$ cat src/rtl/mqtf_pkg.sv
// Package for the multi-queue task FIFO: payload structs, command codes and
// default sizes. No dependencies; every other file imports it.
`default_nettype none

package mqtf_pkg;

  localparam int NUM_QUEUES_DEF  = 4;
  localparam int QUEUE_SLOTS_DEF = 16;

  localparam int CMD_W  = 2;
  localparam int QIDX_W = 2;
  localparam int TASK_W = 8;
  localparam int FREE_W = 4;

  // free_places saturates at the top of its field
  localparam int FREE_MAX = (1 << FREE_W) - 1;

  typedef enum logic [CMD_W-1:0] {
    CMD_PEEK  = 2'd0,
    CMD_ADD   = 2'd1,
    CMD_DROP  = 2'd2,
    CMD_CLEAR = 2'd3
  } mqtf_cmd_t;

  typedef struct packed {
    mqtf_cmd_t          command;
    logic [QIDX_W-1:0]  queue_index;
    logic [TASK_W-1:0]  task_id;
  } mqtf_in_t;

  typedef struct packed {
    logic               accepted;
    logic [TASK_W-1:0]  head_task;
    logic [FREE_W-1:0]  free_places;
  } mqtf_out_t;

  // per-transaction status from the pointer block to the result register
  typedef struct packed {
    logic               accepted;
    logic               nonempty;
    logic [FREE_W-1:0]  free_places;
  } mqtf_stat_t;

endpackage : mqtf_pkg

`default_nettype wire

$ cat src/rtl/mqtf_store.sv
// Task slot memory for all queues: one write port, one registered read port
// with write-to-read bypass. Depends on mqtf_pkg for the task width.
`default_nettype none

module mqtf_store #(
  parameter int DEPTH = 64,
  parameter int AW    = 6
) (
  input  wire logic                       clk,
  input  wire logic                       wr_en,
  input  wire logic [AW-1:0]              wr_addr,
  input  wire logic [mqtf_pkg::TASK_W-1:0] wr_data,
  input  wire logic                       rd_en,
  input  wire logic [AW-1:0]              rd_addr,
  output logic      [mqtf_pkg::TASK_W-1:0] rd_data_r
);
  import mqtf_pkg::*;

  logic [TASK_W-1:0] mem [DEPTH];

  always_ff @(posedge clk) begin
    if (wr_en) begin
      mem[wr_addr] <= wr_data;
    end
  end

  // a task added to an empty queue is the new head in the same cycle
  always_ff @(posedge clk) begin
    if (rd_en) begin
      if (wr_en && (wr_addr == rd_addr)) begin
        rd_data_r <= wr_data;
      end else begin
        rd_data_r <= mem[rd_addr];
      end
    end
  end

endmodule : mqtf_store

`default_nettype wire

$ cat src/rtl/mqtf_ptrs.sv
// Head and tail pointers of every queue, command decode and free count.
// Drives the slot memory addresses. Depends on mqtf_pkg.
`default_nettype none

module mqtf_ptrs #(
  parameter int NUM_QUEUES  = mqtf_pkg::NUM_QUEUES_DEF,
  parameter int QUEUE_SLOTS = mqtf_pkg::QUEUE_SLOTS_DEF,
  parameter int AW          = 6
) (
  input  wire logic               clk,
  input  wire logic               rst_n,
  input  wire logic               step,
  input  wire mqtf_pkg::mqtf_in_t item,
  output logic                    wr_en,
  output logic [AW-1:0]           wr_addr,
  output logic [AW-1:0]           rd_addr,
  output mqtf_pkg::mqtf_stat_t    stat
);
  import mqtf_pkg::*;

  localparam int PW = $clog2(QUEUE_SLOTS);
  localparam int QW = (NUM_QUEUES > 1) ? $clog2(NUM_QUEUES) : 1;
  localparam logic [PW:0]   MAXF = (PW+1)'(QUEUE_SLOTS - 1);
  localparam logic [PW-1:0] LAST = PW'(QUEUE_SLOTS - 1);

  logic [PW-1:0] head_r [NUM_QUEUES];
  logic [PW-1:0] tail_r [NUM_QUEUES];

  logic          q_ok;
  logic [QW-1:0] qi;
  logic [PW-1:0] h, t, head_nxt, tail_nxt;
  logic [PW:0]   f_old, f_new;
  logic          add_ok;
  int            f_int;

  function automatic logic [PW:0] free_of(input logic [PW-1:0] hp, input logic [PW-1:0] tp);
    logic [PW:0] r;
    if (hp == tp) begin
      r = MAXF;
    end else if (hp < tp) begin
      r = MAXF - ((PW+1)'(tp) - (PW+1)'(hp));
    end else begin
      r = (PW+1)'(hp) - (PW+1)'(tp) - (PW+1)'(1);
    end
    return r;
  endfunction

  function automatic logic [PW-1:0] next_slot(input logic [PW-1:0] p);
    return (p == LAST) ? '0 : p + PW'(1);
  endfunction

  always_comb begin
    q_ok     = (int'(item.queue_index) < NUM_QUEUES);
    qi       = q_ok ? QW'(item.queue_index) : '0;
    h        = head_r[qi];
    t        = tail_r[qi];
    f_old    = free_of(h, t);
    head_nxt = h;
    tail_nxt = t;
    add_ok   = 1'b0;
    unique case (item.command)
      CMD_PEEK: begin
      end
      CMD_ADD: begin
        if (f_old != '0) begin
          add_ok   = 1'b1;
          tail_nxt = next_slot(t);
        end
      end
      CMD_DROP: begin
        if (h != t) begin
          head_nxt = next_slot(h);
        end
      end
      CMD_CLEAR: begin
        head_nxt = '0;
        tail_nxt = '0;
      end
      default: begin
      end
    endcase
    f_new = free_of(head_nxt, tail_nxt);
    f_int = int'(f_new);

    wr_en   = step && q_ok && add_ok;
    wr_addr = AW'(int'(qi) * QUEUE_SLOTS + int'(t));
    rd_addr = AW'(int'(qi) * QUEUE_SLOTS + int'(head_nxt));

    stat.accepted    = q_ok && add_ok;
    stat.nonempty    = q_ok && (head_nxt != tail_nxt);
    stat.free_places = !q_ok ? '0 :
                       (f_int > FREE_MAX) ? FREE_W'(FREE_MAX) : FREE_W'(f_int);
  end

  always_ff @(posedge clk) begin
    if (!rst_n) begin
      for (int i = 0; i < NUM_QUEUES; i++) begin
        head_r[i] <= '0;
        tail_r[i] <= '0;
      end
    end else if (step && q_ok) begin
      head_r[qi] <= head_nxt;
      tail_r[qi] <= tail_nxt;
    end
  end

endmodule : mqtf_ptrs

`default_nettype wire

$ cat src/rtl/multi_queue_task_fifo.sv
// Top level of the multi-queue task FIFO: input stage, result register and
// handshakes. Uses mqtf_ptrs, mqtf_store and mqtf_pkg.
//
//   port group   dir  handshake          payload
//   in_*         in   in_valid/in_ready  mqtf_in_t  (command, queue_index, task_id)
//   out_*        out  out_valid/out_ready mqtf_out_t (accepted, head_task, free_places)
//
// One transaction per cycle sustained while out_ready is high; each passes the input
// stage, then the result register loaded with the slot memory read of the new head.
// Synchronous active-low reset clears all head and tail pointers and both
// valid flags; the slot memory is not cleared and needs no sweep.
// A stalled result holds the input stage, which frees again as soon as the
// result is taken.
`default_nettype none

module multi_queue_task_fifo #(
  parameter int NUM_QUEUES  = mqtf_pkg::NUM_QUEUES_DEF,
  parameter int QUEUE_SLOTS = mqtf_pkg::QUEUE_SLOTS_DEF
) (
  input  wire logic                clk,
  input  wire logic                rst_n,
  input  wire logic                in_valid,
  output logic                     in_ready,
  input  wire mqtf_pkg::mqtf_in_t  in_data,
  output logic                     out_valid,
  input  wire logic                out_ready,
  output mqtf_pkg::mqtf_out_t      out_data
);
  import mqtf_pkg::*;

  localparam int DEPTH = NUM_QUEUES * QUEUE_SLOTS;
  localparam int AW    = $clog2(DEPTH);

  logic        stg_vld_r;
  mqtf_in_t    stg_item_r;
  logic        out_vld_r;
  mqtf_stat_t  stat_r;
  mqtf_stat_t  stat;
  logic        stg_adv;
  logic        wr_en;
  logic [AW-1:0] wr_addr, rd_addr;
  logic [TASK_W-1:0] rd_data_r;

  assign stg_adv  = stg_vld_r && (!out_vld_r || out_ready);
  assign in_ready = !stg_vld_r || stg_adv;

  always_ff @(posedge clk) begin
    if (!rst_n) begin
      stg_vld_r <= 1'b0;
    end else if (in_ready) begin
      stg_vld_r <= in_valid;
    end
  end

  always_ff @(posedge clk) begin
    if (in_ready && in_valid) begin
      stg_item_r <= in_data;
    end
  end

  mqtf_ptrs #(
    .NUM_QUEUES  (NUM_QUEUES),
    .QUEUE_SLOTS (QUEUE_SLOTS),
    .AW          (AW)
  ) u_ptrs (
    .clk     (clk),
    .rst_n   (rst_n),
    .step    (stg_adv),
    .item    (stg_item_r),
    .wr_en   (wr_en),
    .wr_addr (wr_addr),
    .rd_addr (rd_addr),
    .stat    (stat)
  );

  mqtf_store #(
    .DEPTH (DEPTH),
    .AW    (AW)
  ) u_store (
    .clk       (clk),
    .wr_en     (wr_en),
    .wr_addr   (wr_addr),
    .wr_data   (stg_item_r.task_id),
    .rd_en     (stg_adv),
    .rd_addr   (rd_addr),
    .rd_data_r (rd_data_r)
  );

  always_ff @(posedge clk) begin
    if (!rst_n) begin
      out_vld_r <= 1'b0;
    end else if (stg_adv) begin
      out_vld_r <= 1'b1;
    end else if (out_ready) begin
      out_vld_r <= 1'b0;
    end
  end

  always_ff @(posedge clk) begin
    if (stg_adv) begin
      stat_r <= stat;
    end
  end

  assign out_valid            = out_vld_r;
  assign out_data.accepted    = stat_r.accepted;
  assign out_data.head_task   = stat_r.nonempty ? rd_data_r : '0;
  assign out_data.free_places = stat_r.free_places;

  // a stalled result must freeze the pointer update
  a_stall_no_step: assert property (@(posedge clk) disable iff (!rst_n)
    out_vld_r && !out_ready |-> !stg_adv)
    else $error("input stage advanced into a stalled result register");

  // hold the input stage while it cannot advance
  a_stage_hold: assert property (@(posedge clk) disable iff (!rst_n)
    stg_vld_r && !stg_adv |=> stg_vld_r && $stable(stg_item_r))
    else $error("input stage lost or changed a waiting transaction");

  // a stored task leaves its queue non-empty
  a_add_nonempty: assert property (@(posedge clk) disable iff (!rst_n)
    out_vld_r && stat_r.accepted |-> stat_r.nonempty)
    else $error("accepted add reported an empty queue");

endmodule : multi_queue_task_fifo

`default_nettype wire

$ cat config.mk
export PLATFORM = sky130hd
export DESIGN_NAME = multi_queue_task_fifo
export DESIGN_NICKNAME = d
export VERILOG_FILES = /design/src/rtl/mqtf_pkg.sv /design/src/rtl/mqtf_store.sv /design/src/rtl/mqtf_ptrs.sv /design/src/rtl/multi_queue_task_fifo.sv
export SDC_FILE = /design/constraint.sdc
export NUM_CORES = 1
export LEC_CHECK = 0
export BUFFER_PORTS_ARGS = -buffer_cell sky130_fd_sc_hd__buf_4
export CAP_MARGIN = 20
export CORE_MARGIN = 4
export CORE_UTILIZATION = 50
export DETAILED_ROUTE_END_ITERATION = 10
export GPL_ROUTABILITY_DRIVEN = 0
export PLACE_DENSITY = 0.68
export SLEW_MARGIN = 5
export SYNTH_ARGS = -nofsm -noshare
export SYNTH_HDL_FRONTEND = slang
export SYNTH_HIERARCHICAL = 1
export SYNTH_SLANG_ARGS = --single-unit
export TNS_END_PERCENT = 5
$ cat constraint.sdc
create_clock -name clk -period 4.5 [get_ports clk]
set_input_delay 0.9 -clock clk [delete_from_list [all_inputs] [get_ports clk]]
set_output_delay 0.9 -clock clk [all_outputs]
set_load 0.1 [all_outputs]
==> Flow_metrics.wiki, run 1 <==
{| class="wikitable"
! Metric !! Value
|-
| I/O pin cnt || 31
|-
| Post-synthesis cell count || 1375
|-
| Number of synthesized flops with an enable pin || 570
|-
| Adder and majority gate portion of the synthesized area || 0.813%
|-
| CTS clk-pin slew, worst paths || 0.06 ns
|-
| # port buffers || 30
|-
| Deepest level of the CTS H-tree || 2
|-
| Power per standard cell area || 440 nW/um2
|-
| Portion of the post-synthesis area used by sequential elements || 73.3%
|-
| Total CTS buffers || 55
|-
| Slowest CP cell || sky130_fd_sc_hd__mux4_2
|-
| Number of vias after detailed routing || 12.8k
|-
| Highest-count cells in the layout ignoring fill and taps || 570 x sky130_fd_sc_hd__edfxtp_1, 190 x sky130_fd_sc_hd__mux2i_1, 146 x sky130_fd_sc_hd__buf_4, 96 x sky130_fd_sc_hd__nor2_1, 65 x sky130_fd_sc_hd__a22oi_1
|-
| Final clock skew || 0.0271 ns
|-
| Initial detailed-routing violation count || 1319
|-
| Signal arrival time at the worst endpoint || 4.82 ns
|-
| Share of cells above drive strength 1 || 20.0%
|-
| Synth Net Count || 1405
|-
| Cell total after placement || 2060
|-
| Die Span X || 224 um
|-
| Vertical extent of the die || 224 um
|-
| Avg Cell Area, Syn || 17.0 um2
|-
| Remaining number of nets flagged by the antenna check after routing || 0
|-
| Kind of start point of the critical path || flip-flop
|-
| Yosys warns || 6
|-
| Initial antenna violation count || 1
|-
| Final-report max-slew violation count || 0
|-
| Data required, critical path || 4.96 ns
|-
| Total detailed-routing wirelength || 54.1 mm
|-
| Flip-flop and latch count after synthesis || 572
|-
| Crit-path max cell delay || 0.56 ns
|-
| Commonest non-fill, non-tap cell in the layout || sky130_fd_sc_hd__edfxtp_1
|-
| Cell depth of the worst flop-to-flop path || 17
|-
| Synthesis-to-layout area growth || 15.5%
|-
| CP endpoint kind || flip-flop
|-
| Cell variety after synth || 62
|-
| Cts-stage hold buffer count || 0
|-
| Final worst path period need || 4.36 ns
|-
| Maximum buffer depth of the clock tree || 3
|-
| CTS tree || built
|-
| Maximum frequency from static timing analysis || 230 MHz
|-
| Run status || complete, no violations
|-
| Least setup slack across all paths after layout || 0.144 ns
|-
| Count of final hold-check violations || 0
|-
| Drt first pass iters || 5
|-
| Final core utilization || 58.2%
|-
| Overflow after GRT || 0
|-
| Max FO, Critical Path || 46
|-
| Critical path cell sequence || buf_4 > mux4_2 > ha_1 > nand4_1 > and3_1 > mux2i_1 > a2bb2oi_2 > buf_4 > inv_16 > buf_12 > mux2i_1 > a22oi_1 > a21oi_1 > nor2_1 > nor4b_1 > buf_4 > a221o_1
|-
| Async set-reset flop share out of synthesis || 0%
|-
| Number of clock sinks || 572
|-
| Core box area || 46500 um2
|-
| Area enclosed by the die boundary || 50300 um2
|-
| Total negative slack || 0 ns
|-
| Classification of the worst setup path || flip-flop to flip-flop
|-
| Fraction of synthesized area in multiplexers || 12.3%
|-
| Floorplan row count || 79
|-
| Endpoints failing setup || 0
|-
| Largest family of logic cells by synthesized area || multiplexers
|-
| Nets@finish || 1542
|-
| Relative max-transition margin || 34.0%
|-
| Total routing usage reported by global routing || 21.4%
|-
| Complex-gate fraction of the synthesized area || 5.95%
|-
| Remaining design rule violation count || 0
|-
| Clock insertion delay at the later pin of the skew report || 0.61 ns
|-
| Max-Cap Viols || 0
|-
| Leakage power total || 8.97 nW
|-
| Maximum number of pins on one net before global-route repair || 66
|-
| Antenna fix cells || 0
|-
| Post-synthesis share of cell area spent on xor and xnor gates || 0.337%
|-
| Dpl hpwl || 34.9 mm
|-
| Worst Hold Path Cells || 1
|-
| Number of standard cells in the layout, taps in and fillers out || 2163
|-
| Hold Path Class || input pin to flip-flop
|-
| Routed via count divided by cell count || 5.92
|-
| Most common cell on crit path || sky130_fd_sc_hd__buf_4
|-
| Wire length per cell || 25.0 um
|-
| Worst vdd rail ir drop || 0.333 mV
|-
| Root buffer cell || sky130_fd_sc_hd__clkbuf_16
|-
| Starting density of the core || 50.4%
|-
| Share of the cycle needed by the critical path after routing || 96.8%
|-
| Setup repair after global routing missed its margin || true
|-
| First-pass GRT wire length || 80.9 mm
|-
| Number of global-route vias before repair || 12.9k
|-
| Actual slew at the worst max-slew pin || 0.987 ns
|-
| Worst setup slack after placement || -0.198 ns
|-
| Total standard cell area after synthesis || 23400 um2
|-
| Main flop type after synthesis || sky130_fd_sc_hd__edfxtp_1
|-
| Simple-gate portion of the synthesized area || 5.16%
|}
[path summary, 6_finish.rpt]
kind | to | slack (ns) | from
setup / recovery | u_store/rd_data_r[3]$_DFFE_PP_ | 0.14 | stg_item_r[8]$_DFFE_PP_
hold / removal | stg_item_r[5]$_DFFE_PP_ | 0.48 | in_data[5]
setup reg to reg | u_store/rd_data_r[3]$_DFFE_PP_ | 0.14 | stg_item_r[8]$_DFFE_PP_
hold reg to reg | out_valid$_SDFFE_PN0P_ | 0.52 | stg_vld_r$_SDFFE_PN0P_
[where the power goes]
group,switching [W],total [W],internal (W)
logic,0.000821,0.00135,0.000530
registers,0.0000275,0.00594,0.00591
clock network,0.00192,0.00460,0.00268
total,0.00277,0.0119,0.00912
[kinds of logic after synthesis]
kind of cell    Yosys count
xor+xnor                  9
simple gates            245
buf+inv                  95
mux                     240
compound gates          200
fa+ha+maj                14
flops                   572
[state kept, by name, summed over array words and instances, names as in the netlist]
name               cells
u_ptrs/tail_r         16
out_valid              1
out_data               5
u_store/rd_data_r      8
stg_item_r            12
u_store/mem          512
u_ptrs/head_r         16
stat_r                 1
stg_vld_r              1
[area by class of cell]
class	instances	area [um2]
Clock buffer	66	1440
Clock inverter	35	365
Fill cell	3458	19400
Inverter	13	67.6
Multi-Input combinational cell	708	5830
Sequential cell	572	17200
Tap cell	607	759
Timing Repair Buffer	162	1410
[Yosys cell counts, drive strengths merged (2+ instances only)]
| cell type | number | share of area [%] |
|---|---|---|
| nor3 | 8 | 0.17 |
| inv | 13 | 0.21 |
| and3 | 3 | 0.080 |
| ha | 12 | 0.64 |
| xnor2 | 4 | 0.15 |
| dfxtp | 2 | 0.17 |
| mux2 | 14 | 0.67 |
| mux4 | 35 | 3.4 |
| clkbuf | 30 | 0.48 |
| a21oi | 57 | 1.2 |
| a22oi | 66 | 2.1 |
| nand2 | 38 | 0.61 |
| o211ai | 2 | 0.086 |
| edfxtp | 570 | 73 |
| fa | 2 | 0.17 |
| a31oi | 3 | 0.080 |
| a221oi | 15 | 0.56 |
| xor2 | 5 | 0.19 |
| nand3 | 26 | 0.56 |
| nand2b | 10 | 0.27 |
| a2bb2oi | 2 | 0.10 |
| a21o | 2 | 0.064 |
| o22ai | 8 | 0.21 |
| o21ai | 12 | 0.26 |
| and2 | 16 | 0.43 |
| nand3b | 4 | 0.13 |
| or3 | 5 | 0.13 |
| nor2 | 97 | 1.6 |
| a21boi | 2 | 0.080 |
| a2111oi | 10 | 0.37 |
| mux2i | 191 | 8.2 |
| nor4b | 6 | 0.22 |
| o22a | 3 | 0.11 |
| nor4 | 2 | 0.12 |
| buf | 52 | 1.5 |
| a211oi | 6 | 0.19 |
| a221o | 7 | 0.30 |
| nor2b | 16 | 0.44 |
| and2b | 2 | 0.075 |
| nand4 | 7 | 0.19 |
[per-stage QoR]
step | hold slack, ns | power [W] | instance area (um2)
detailed placement | 0.506 | 0.00737 | 25100
finish | 0.478 | 0.0119 | 27000
floorplan | 0.476 | 0.00693 | 23400
CTS | 0.449 | 0.0119 | 26900
global placement | 0.499 | 0.00735 | 25100
global route | 0.457 | 0.0123 | 27000
[routing by layer]
layer,vias up,GRT usage [%],part of all wire (%)
met5,-,0,0.024
met4,2,7.19,3.2
met3,113,4.25,6.9
met2,455,34.0,47
met1,6499,30.2,43
li1,5736,-,-
[worst max-delay path: cells and delay by family (launching register included)]
family	cells	cell delay, ns
adders and majority gates	1	0.34
muxes	3	0.87
and+or+nand+nor	4	1.06
DFF	1	0.35
AOI/OAI and AO/OA	4	0.71
buffers and inverters	5	0.84
[what timing repair did]
item	in CTS	in global routing
gates resized for setup	3	17
setup buffers	0	1
setup endpoints to repair	2	11
pin swaps	0	3
(Power assumes the default switching activity.)
==> run 2, diff against run 1 <==
--- a/config.mk
+++ b/config.mk
@@ -11,7 +11,7 @@
 export CORE_UTILIZATION = 50
 export DETAILED_ROUTE_END_ITERATION = 10
 export GPL_ROUTABILITY_DRIVEN = 0
-export PLACE_DENSITY = 0.68
+export PLACE_DENSITY = 0.64
 export SLEW_MARGIN = 5
 export SYNTH_ARGS = -nofsm -noshare
 export SYNTH_HDL_FRONTEND = slang
==> run 2 against run 1 <==
Against the previous run:
- global-route usage is 0.28 points higher
- clock power hardly changed
- wire length is 1.8% higher
- first-iteration DRC count is 16% higher
- sequential share of layout area is 0.42 points higher
- total power hardly changed
- register-to-register slack worse by 0.06 ns
- non-clock buffer count is 24 lower
- design area is 0.66% lower
- critical endpoint unchanged
==> Flow_metrics.wiki, run 2 (synthesized netlist as in run 1, its figures left out) <==
{| class="wikitable"
! Metric !! Value
|-
| Clock insertion delay at the later pin of the skew report || 0.60 ns (about the same)
|-
| Largest registers || u_store/mem (512), u_ptrs/head_r (16), u_ptrs/tail_r (16)
|-
| CTS tree || built
|-
| Most common cell on crit path || sky130_fd_sc_hd__buf_4
|-
| Max FO, Critical Path || 24 (-48%)
|-
| Relative max-transition margin || 30.6% (-3.4 points)
|-
| Remaining number of nets flagged by the antenna check after routing || 0 (unchanged)
|-
| Critical path cell sequence || buf_6 > mux4_2 > inv_1 > ha_1 > nand4_1 > and3_1 > mux2i_1 > a2bb2oi_2 > buf_4 > inv_8 > buf_12 > mux2_2 > o22ai_1 > a2111oi_0 > buf_4 > a21oi_1 > nand3_1 > a221o_1
|-
| CTS clk-pin slew, worst paths || 0.06 ns (about the same)
|-
| Initial antenna violation count || 0 (-1)
|-
| Drt first pass iters || 5 (unchanged)
|-
| Remaining design rule violation count || 0 (unchanged)
|-
| Routed via count divided by cell count || 6.06 (+2.3%)
|-
| Share of cells above drive strength 1 || 19.4% (-0.56 points)
|-
| Maximum buffer depth of the clock tree || 3 (unchanged)
|-
| Signal arrival time at the worst endpoint || 4.76 ns (-0.06 ns)
|-
| Max-Cap Viols || 0 (unchanged)
|-
| Total routing usage reported by global routing || 21.7% (+0.28 points)
|-
| Core box area || 46500 um2 (unchanged)
|-
| Layout fillers || 3554 (+2.8%)
|-
| First-pass GRT wire length || 82.6 mm (+2.1%)
|-
| Total CTS buffers || 57 (+3.6%)
|-
| Data required, critical path || 4.84 ns (-0.12 ns)
|-
| Endpoints failing setup || 0 (unchanged)
|-
| Synthesis-to-layout area growth || 14.7%
|-
| Least setup slack across all paths after layout || 0.0817 ns (-0.0627 ns)
|-
| Register ranked first by flip-flop count || u_store/mem
|-
| Hold Path Class || input pin to flip-flop
|-
| Cts-stage hold buffer count || 0 (unchanged)
|-
| Count of final hold-check violations || 0 (unchanged)
|-
| Share of the cycle needed by the critical path after routing || 98.2% (+1.4 points)
|-
| Final clock skew || 0.0200 ns (-0.00715 ns)
|-
| Total detailed-routing wirelength || 55.0 mm (+1.8%)
|-
| Number of vias after detailed routing || 13.0k (+1.3%)
|-
| Crit-path max cell delay || 0.52 ns (-0.04 ns)
|-
| Kind of start point of the critical path || flip-flop
|-
| Classification of the worst setup path || flip-flop to flip-flop
|-
| Vertical extent of the die || 224 um (unchanged)
|-
| Cell area after layout || 26800 um2 (-0.66%)
|-
| Dpl hpwl || 35.3 mm (+1.3%)
|-
| Final-report max-slew violation count || 0 (unchanged)
|-
| # port buffers || 30 (unchanged)
|-
| Number of global-route vias before repair || 12.9k (-0.12%)
|-
| Leakage power total || 8.82 nW (-1.7%)
|-
| Worst setup slack after placement || -0.132 ns (+0.0659 ns)
|-
| Commonest non-fill, non-tap cell in the layout || sky130_fd_sc_hd__edfxtp_1
|-
| Highest-count cells in the layout ignoring fill and taps || 570 x sky130_fd_sc_hd__edfxtp_1, 191 x sky130_fd_sc_hd__mux2i_1, 122 x sky130_fd_sc_hd__buf_4, 90 x sky130_fd_sc_hd__nor2_1, 66 x sky130_fd_sc_hd__a22oi_1
|-
| Wire length per cell || 25.7 um (+2.8%)
|-
| Flip-flop count of the largest register, all copies and words added || 512 (unchanged)
|-
| Number of clock sinks || 572 (unchanged)
|-
| Deepest level of the CTS H-tree || 2 (unchanged)
|-
| Slowest CP cell || sky130_fd_sc_hd__mux4_2
|-
| Maximum frequency from static timing analysis || 226 MHz (-1.4%)
|-
| Post-Place Cell Area || 24800 um2 (-1.0%)
|-
| Setup repair after global routing missed its margin || true
|-
| Worst vdd rail ir drop || 0.357 mV (+7.0%)
|-
| Sequential cell area || 17200 um2 (unchanged)
|-
| Starting density of the core || 50.4% (unchanged)
|-
| Actual slew at the worst max-slew pin || 1.04 ns (+0.0507 ns)
|-
| Nets@finish || 1520 (-1.4%)
|-
| Antenna fix cells || 0 (unchanged)
|-
| Maximum number of pins on one net before global-route repair || 66 (unchanged)
|-
| Die Span X || 224 um (unchanged)
|-
| Initial detailed-routing violation count || 1524 (+16%)
|-
| Run status || complete, no violations
|-
| Root buffer cell || sky130_fd_sc_hd__clkbuf_16
|-
| Final core utilization || 57.8% (-0.39 points)
|-
| I/O pin cnt || 31 (unchanged)
|-
| Overflow after GRT || 0 (unchanged)
|-
| Final worst path period need || 4.42 ns (+0.0627 ns)
|-
| CP endpoint kind || flip-flop
|-
| Total area of multi-input combinational cells || 5870 um2 (+0.67%)
|-
| Area enclosed by the die boundary || 50300 um2 (unchanged)
|-
| Power per standard cell area || 443 nW/um2 (+0.61%)
|-
| Floorplan row count || 79 (unchanged)
|}
## run 2: changes by cell type in the layout (fill, tap and decap cells not counted), sizes merged
cell	before	now
buf	162	138
bufinv	7	6
clkbuf	66	70
inv	14	13
## run 2: per-layer routing
| metal | vias to the layer above | GRT usage [%] | wire, um |
|---|---|---|---|
| li1 | 5702 | - | - |
| met1 | 6658 | 31.8 | 23900 |
| met2 | 515 | 33.2 | 25700 |
| met3 | 95 | 4.29 | 3920 |
| met4 | 0 | 7.08 | 1500 |
| met5 | - | 0 | 0 |
## run 2: worst paths after layout
kind,start,cells after the start,to,slack [ns]
worst max-delay path,stg_item_r[8]$_DFFE_PP_,18,u_store/rd_data_r[3]$_DFFE_PP_,0.08
worst min-delay path,in_data[8],1,stg_item_r[8]$_DFFE_PP_,0.49
worst max register to register,stg_item_r[8]$_DFFE_PP_,18,u_store/rd_data_r[3]$_DFFE_PP_,0.08
worst min register to register,stg_vld_r$_SDFFE_PN0P_,1,out_valid$_SDFFE_PN0P_,0.52
## run 2: worst max-delay path, delay by kind of cell, from the launching register on
kind,cells,cell delay (ns)
buf+inv,6,1.02
compound gates,5,1.00
mux,3,0.95
simple gates,3,0.56
flops,1,0.34
fa+ha+maj,1,0.27
## run 2: power breakdown
group / leakage (nW) / internal (W) / switching, W
combinational: 2.75 / 0.000516 / 0.000831
sequential: 5.19 / 0.00591 / 0.0000241
clock: 0.873 / 0.00269 / 0.00191
total: 8.82 / 0.00912 / 0.00276
## run 2: cell type report
cell class | instances | area share (%)
multi-input combinational | 708 | 21.9
clock inverter | 33 | 1.17
tap | 607 | 2.83
timing repair buffer | 138 | 4.43
inverter | 13 | 0.219
clock buffer | 70 | 5.57
sequential | 572 | 63.9
## run 2: timing repair
action / 4_1_cts / 5_1_grt
setup buffers: 0 / 4
resized for setup: 7 / 31
pin swaps: 0 / 4
setup endpoints to repair: 5 / 179
hold endpoints to repair: 0 / 0
## run 2: stage by stage
stage / hold WS, ns / instances / TNS (ns) / total power (W)
floorplan: 0.476 / 1375 / 0 / 0.00693
global placement: 0.496 / 2033 / -0.123 / 0.00734
detailed placement: 0.518 / 2033 / -0.314 / 0.00735
CTS: 0.455 / 2136 / 0 / 0.0119
global route: 0.458 / 2141 / -0.334 / 0.0123
finish: 0.488 / 2141 / 0 / 0.0119
==> run 3, diff against run 2 <==
--- a/config.mk
+++ b/config.mk
@@ -7,6 +7,7 @@
 export LEC_CHECK = 0
 export BUFFER_PORTS_ARGS = -buffer_cell sky130_fd_sc_hd__buf_4
 export CAP_MARGIN = 20
+export CORE_ASPECT_RATIO = 0.6
 export CORE_MARGIN = 4
 export CORE_UTILIZATION = 50
 export DETAILED_ROUTE_END_ITERATION = 10
==> run 3 against run 2 <==
Against the previous run:
- critical path depth down 2
- total power up 0.56%
- first-iteration DRC count up 17%
- wire length up 5.9%
- register-to-register slack worse by 0.02 ns
- fmax down 0.46%
- largest cell class unchanged
==> Flow_metrics.wiki, run 3 (synthesized netlist as in run 1, its figures left out) <==
{| class="wikitable"
! Metric !! Value
|-
| Maximum buffer depth of the clock tree || 3 (unchanged)
|-
| Core box area || 46300 um2 (-0.44%)
|-
| Share of cells above drive strength 1 || 21.8% (+2.4 points)
|-
| Post-layout power || 0.0119 W (+0.56%)
|-
| Signal arrival time at the worst endpoint || 4.88 ns (+0.12 ns)
|-
| Flip-flop count of the largest register, all copies and words added || 512 (unchanged)
|-
| Nets@finish || 1547 (+1.8%)
|-
| Total detailed-routing wirelength || 58.3 mm (+5.9%)
|-
| Layout fillers || 3522 (-0.90%)
|-
| Classification of the worst setup path || flip-flop to flip-flop
|-
| Hold Path Class || input pin to flip-flop
|-
| Number of global-route vias before repair || 12.8k (-0.61%)
|-
| Remaining number of nets flagged by the antenna check after routing || 0 (unchanged)
|-
| I/O pin cnt || 31 (unchanged)
|-
| Leakage power total || 9.01 nW (+2.2%)
|-
| Worst vdd rail ir drop || 0.426 mV (+19%)
|-
| Relative contribution of combinational cells to total power || 11.6% (+0.3 points)
|-
| Maximum number of pins on one net before global-route repair || 66 (unchanged)
|-
| Drt first pass iters || 5 (unchanged)
|-
| Overflow after GRT || 0 (unchanged)
|-
| Actual slew at the worst max-slew pin || 1.12 ns (+0.0804 ns)
|-
| Number of vias after detailed routing || 13.2k (+1.9%)
|-
| Routed via count divided by cell count || 6.05 (-0.17%)
|-
| Total area of multi-input combinational cells || 5880 um2 (+0.21%)
|-
| Wire length per cell || 26.7 um (+3.7%)
|-
| Share of total power consumed by net switching || 23.5% (+0.20 points)
|-
| Run status || complete, no violations
|-
| Endpoints failing setup || 0 (unchanged)
|-
| Relative max-transition margin || 25.3% (-5.3 points)
|-
| Kind of start point of the critical path || flip-flop
|-
| Portion of total power attributed to the clock network || 38.7% (about the same)
|-
| Total routing usage reported by global routing || 23.1% (+1.4 points)
|-
| Destination of the critical timing path || u_store/rd_data_r[2]$_DFFE_PP_
|-
| Total negative slack || 0 ns (unchanged)
|-
| Worst r2r dst || u_store/rd_data_r[2]$_DFFE_PP_
|-
| Count of final hold-check violations || 0 (unchanged)
|-
| Remaining design rule violation count || 0 (unchanged)
|-
| Starting density of the core || 50.6% (+0.22 points)
|-
| Switching power || 0.00280 W (+1.4%)
|-
| # port buffers || 30 (unchanged)
|-
| Deepest level of the CTS H-tree || 2 (unchanged)
|-
| Power Internal || 0.00915 W (+0.30%)
|-
| First-pass GRT wire length || 85.7 mm (+3.8%)
|-
| Cell area after layout || 27100 um2 (+1.0%)
|-
| Clock insertion delay at the later pin of the skew report || 0.57 ns (-0.03 ns)
|-
| Power per standard cell area || 441 nW/um2 (-0.44%)
|-
| CTS tree || built
|-
| Reg-to-reg critical path startpoint || stg_item_r[8]$_DFFE_PP_
|-
| CP endpoint kind || flip-flop
|-
| Highest-count cells in the layout ignoring fill and taps || 570 x sky130_fd_sc_hd__edfxtp_1, 190 x sky130_fd_sc_hd__mux2i_1, 156 x sky130_fd_sc_hd__buf_4, 93 x sky130_fd_sc_hd__nor2_1, 61 x sky130_fd_sc_hd__a22oi_1
|-
| Root buffer cell || sky130_fd_sc_hd__clkbuf_16
|-
| Sequential cell area || 17200 um2 (unchanged)
|-
| Die Span X || 287 um (+28%)
|-
| Area enclosed by the die boundary || 50400 um2 (+0.22%)
|-
| Max-Cap Viols || 0 (unchanged)
|-
| Share of the cycle needed by the critical path after routing || 98.6% (+0.45 points)
|-
| Register ranked first by flip-flop count || u_store/mem
|-
| Number of clock sinks || 572 (unchanged)
|-
| Vertical extent of the die || 176 um (-22%)
|-
| Register share of total power || 49.7% (-0.3 points)
|-
| Antenna fix cells || 0 (unchanged)
|-
| Largest registers || u_store/mem (512), u_ptrs/head_r (16), u_ptrs/tail_r (16)
|-
| Worst setup slack for register-to-register paths || 0.06 ns (-0.02 ns)
|-
| Number of standard cells in the layout, taps in and fillers out || 2186 (+2.1%)
|-
| Post-Place Cell Area || 25200 um2 (+1.6%)
|-
| Worst setup slack after placement || -0.0475 ns (+0.0847 ns)
|-
| Final-report max-slew violation count || 0 (unchanged)
|-
| Initial antenna violation count || 3 (+3)
|-
| Synthesis-to-layout area growth || 15.9%
|-
| Least setup slack across all paths after layout || 0.0613 ns (-0.0203 ns)
|-
| Setup repair after global routing missed its margin || true
|-
| Final worst path period need || 4.44 ns (+0.0203 ns)
|-
| Maximum frequency from static timing analysis || 225 MHz (-0.46%)
|-
| Final clock skew || 0.0168 ns (-0.00322 ns)
|-
| Data required, critical path || 4.94 ns (+0.10 ns)
|-
| CTS clk-pin slew, worst paths || 0.07 ns (about the same)
|-
| Startpoint of the worst setup timing path || stg_item_r[8]$_DFFE_PP_
|-
| Commonest non-fill, non-tap cell in the layout || sky130_fd_sc_hd__edfxtp_1
|-
| Cell total after placement || 2093 (+3.0%)
|-
| Initial detailed-routing violation count || 1785 (+17%)
|-
| Dpl hpwl || 37.7 mm (+6.7%)
|-
| Floorplan row count || 61 (-23%)
|-
| Cell depth of the worst flop-to-flop path || 16 (-2)
|-
| Max FO, Critical Path || 24 (unchanged)
|-
| Total CTS buffers || 51 (-11%)
|}
## run 3: layout make-up
type	count	share of cell area (%)
sequential	572	63.3
multi-input combinational	708	21.7
timing repair buffer	171	5.37
clock buffer	62	5.13
tap	630	2.91
clock inverter	30	1.42
inverter	13	0.208
## run 3: metal layers
layer  vias to the layer above  global-route usage, %  wire length [um]  part of all wire [%]
li1                       5754                      -                 -                     -
met1                      6755                   37.0             26900                    46
met2                       642                   31.1             24100                    41
met3                        65                   7.09              6400                    11
met4                         4                   4.26               818                   1.4
met5                         -                      0                27                 0.046
## run 3: worst min path at each step
stage	depth (start not counted)	to	startpoint	slack (ns)
CTS	1	stg_item_r[7]$_DFFE_PP_	in_data[7]	0.47
global placement	1	out_valid$_SDFFE_PN0P_	stg_vld_r$_SDFFE_PN0P_	0.49
detailed placement	1	out_valid$_SDFFE_PN0P_	stg_vld_r$_SDFFE_PN0P_	0.51
floorplan	1	out_valid$_SDFFE_PN0P_	stg_vld_r$_SDFFE_PN0P_	0.48
global route	1	stg_item_r[2]$_DFFE_PP_	in_data[2]	0.46
finish	1	stg_item_r[7]$_DFFE_PP_	in_data[7]	0.50
## run 3: worst max-delay path: stages, from the launching register on
cell and delay [ns]:
sky130_fd_sc_hd__edfxtp_1 0.35, sky130_fd_sc_hd__buf_4 0.16, sky130_fd_sc_hd__mux4_2 0.59, sky130_fd_sc_hd__ha_1 0.36, sky130_fd_sc_hd__nand4_1 0.20, sky130_fd_sc_hd__and3_1 0.25, sky130_fd_sc_hd__mux2i_1 0.13, sky130_fd_sc_hd__a2bb2oi_1 0.24
sky130_fd_sc_hd__buf_4 0.18, sky130_fd_sc_hd__inv_8 0.05, sky130_fd_sc_hd__buf_12 0.15, sky130_fd_sc_hd__buf_12 0.18, sky130_fd_sc_hd__mux2i_1 0.12, sky130_fd_sc_hd__a2111oi_1 1.00, sky130_fd_sc_hd__a21oi_1 0.08, sky130_fd_sc_hd__nand3_1 0.13
sky130_fd_sc_hd__a221o_1 0.14
## run 3: what timing repair did
item | CTS | global route
hold buffers | 0 | 0
pin swaps | 0 | 2
setup endpoints to repair | 3 | 30
resized for setup | 1 | 30
buffers inserted | 0 | 0
endpoints found under the hold margin | 0 | 0
## run 3: stage by stage
| stage | utilization, % | hold WS [ns] |
|---|---|---|
| finish | 58.6 | 0.497 |
| global route | 58.6 | 0.461 |
| CTS | 58.3 | 0.470 |
| detailed placement | 54.5 | 0.510 |
| global placement | 54.5 | 0.492 |
| floorplan | - | 0.476 |
## run 3: power by group through the flow
stage	registers, W	clock network (W)	logic [W]
finish	0.00594	0.00462	0.00139
global placement	0.00606	0	0.00133
CTS	0.00594	0.00470	0.00135
global route	0.00594	0.00497	0.00146
detailed placement	0.00606	0	0.00135
floorplan	0.00608	0	0.000848
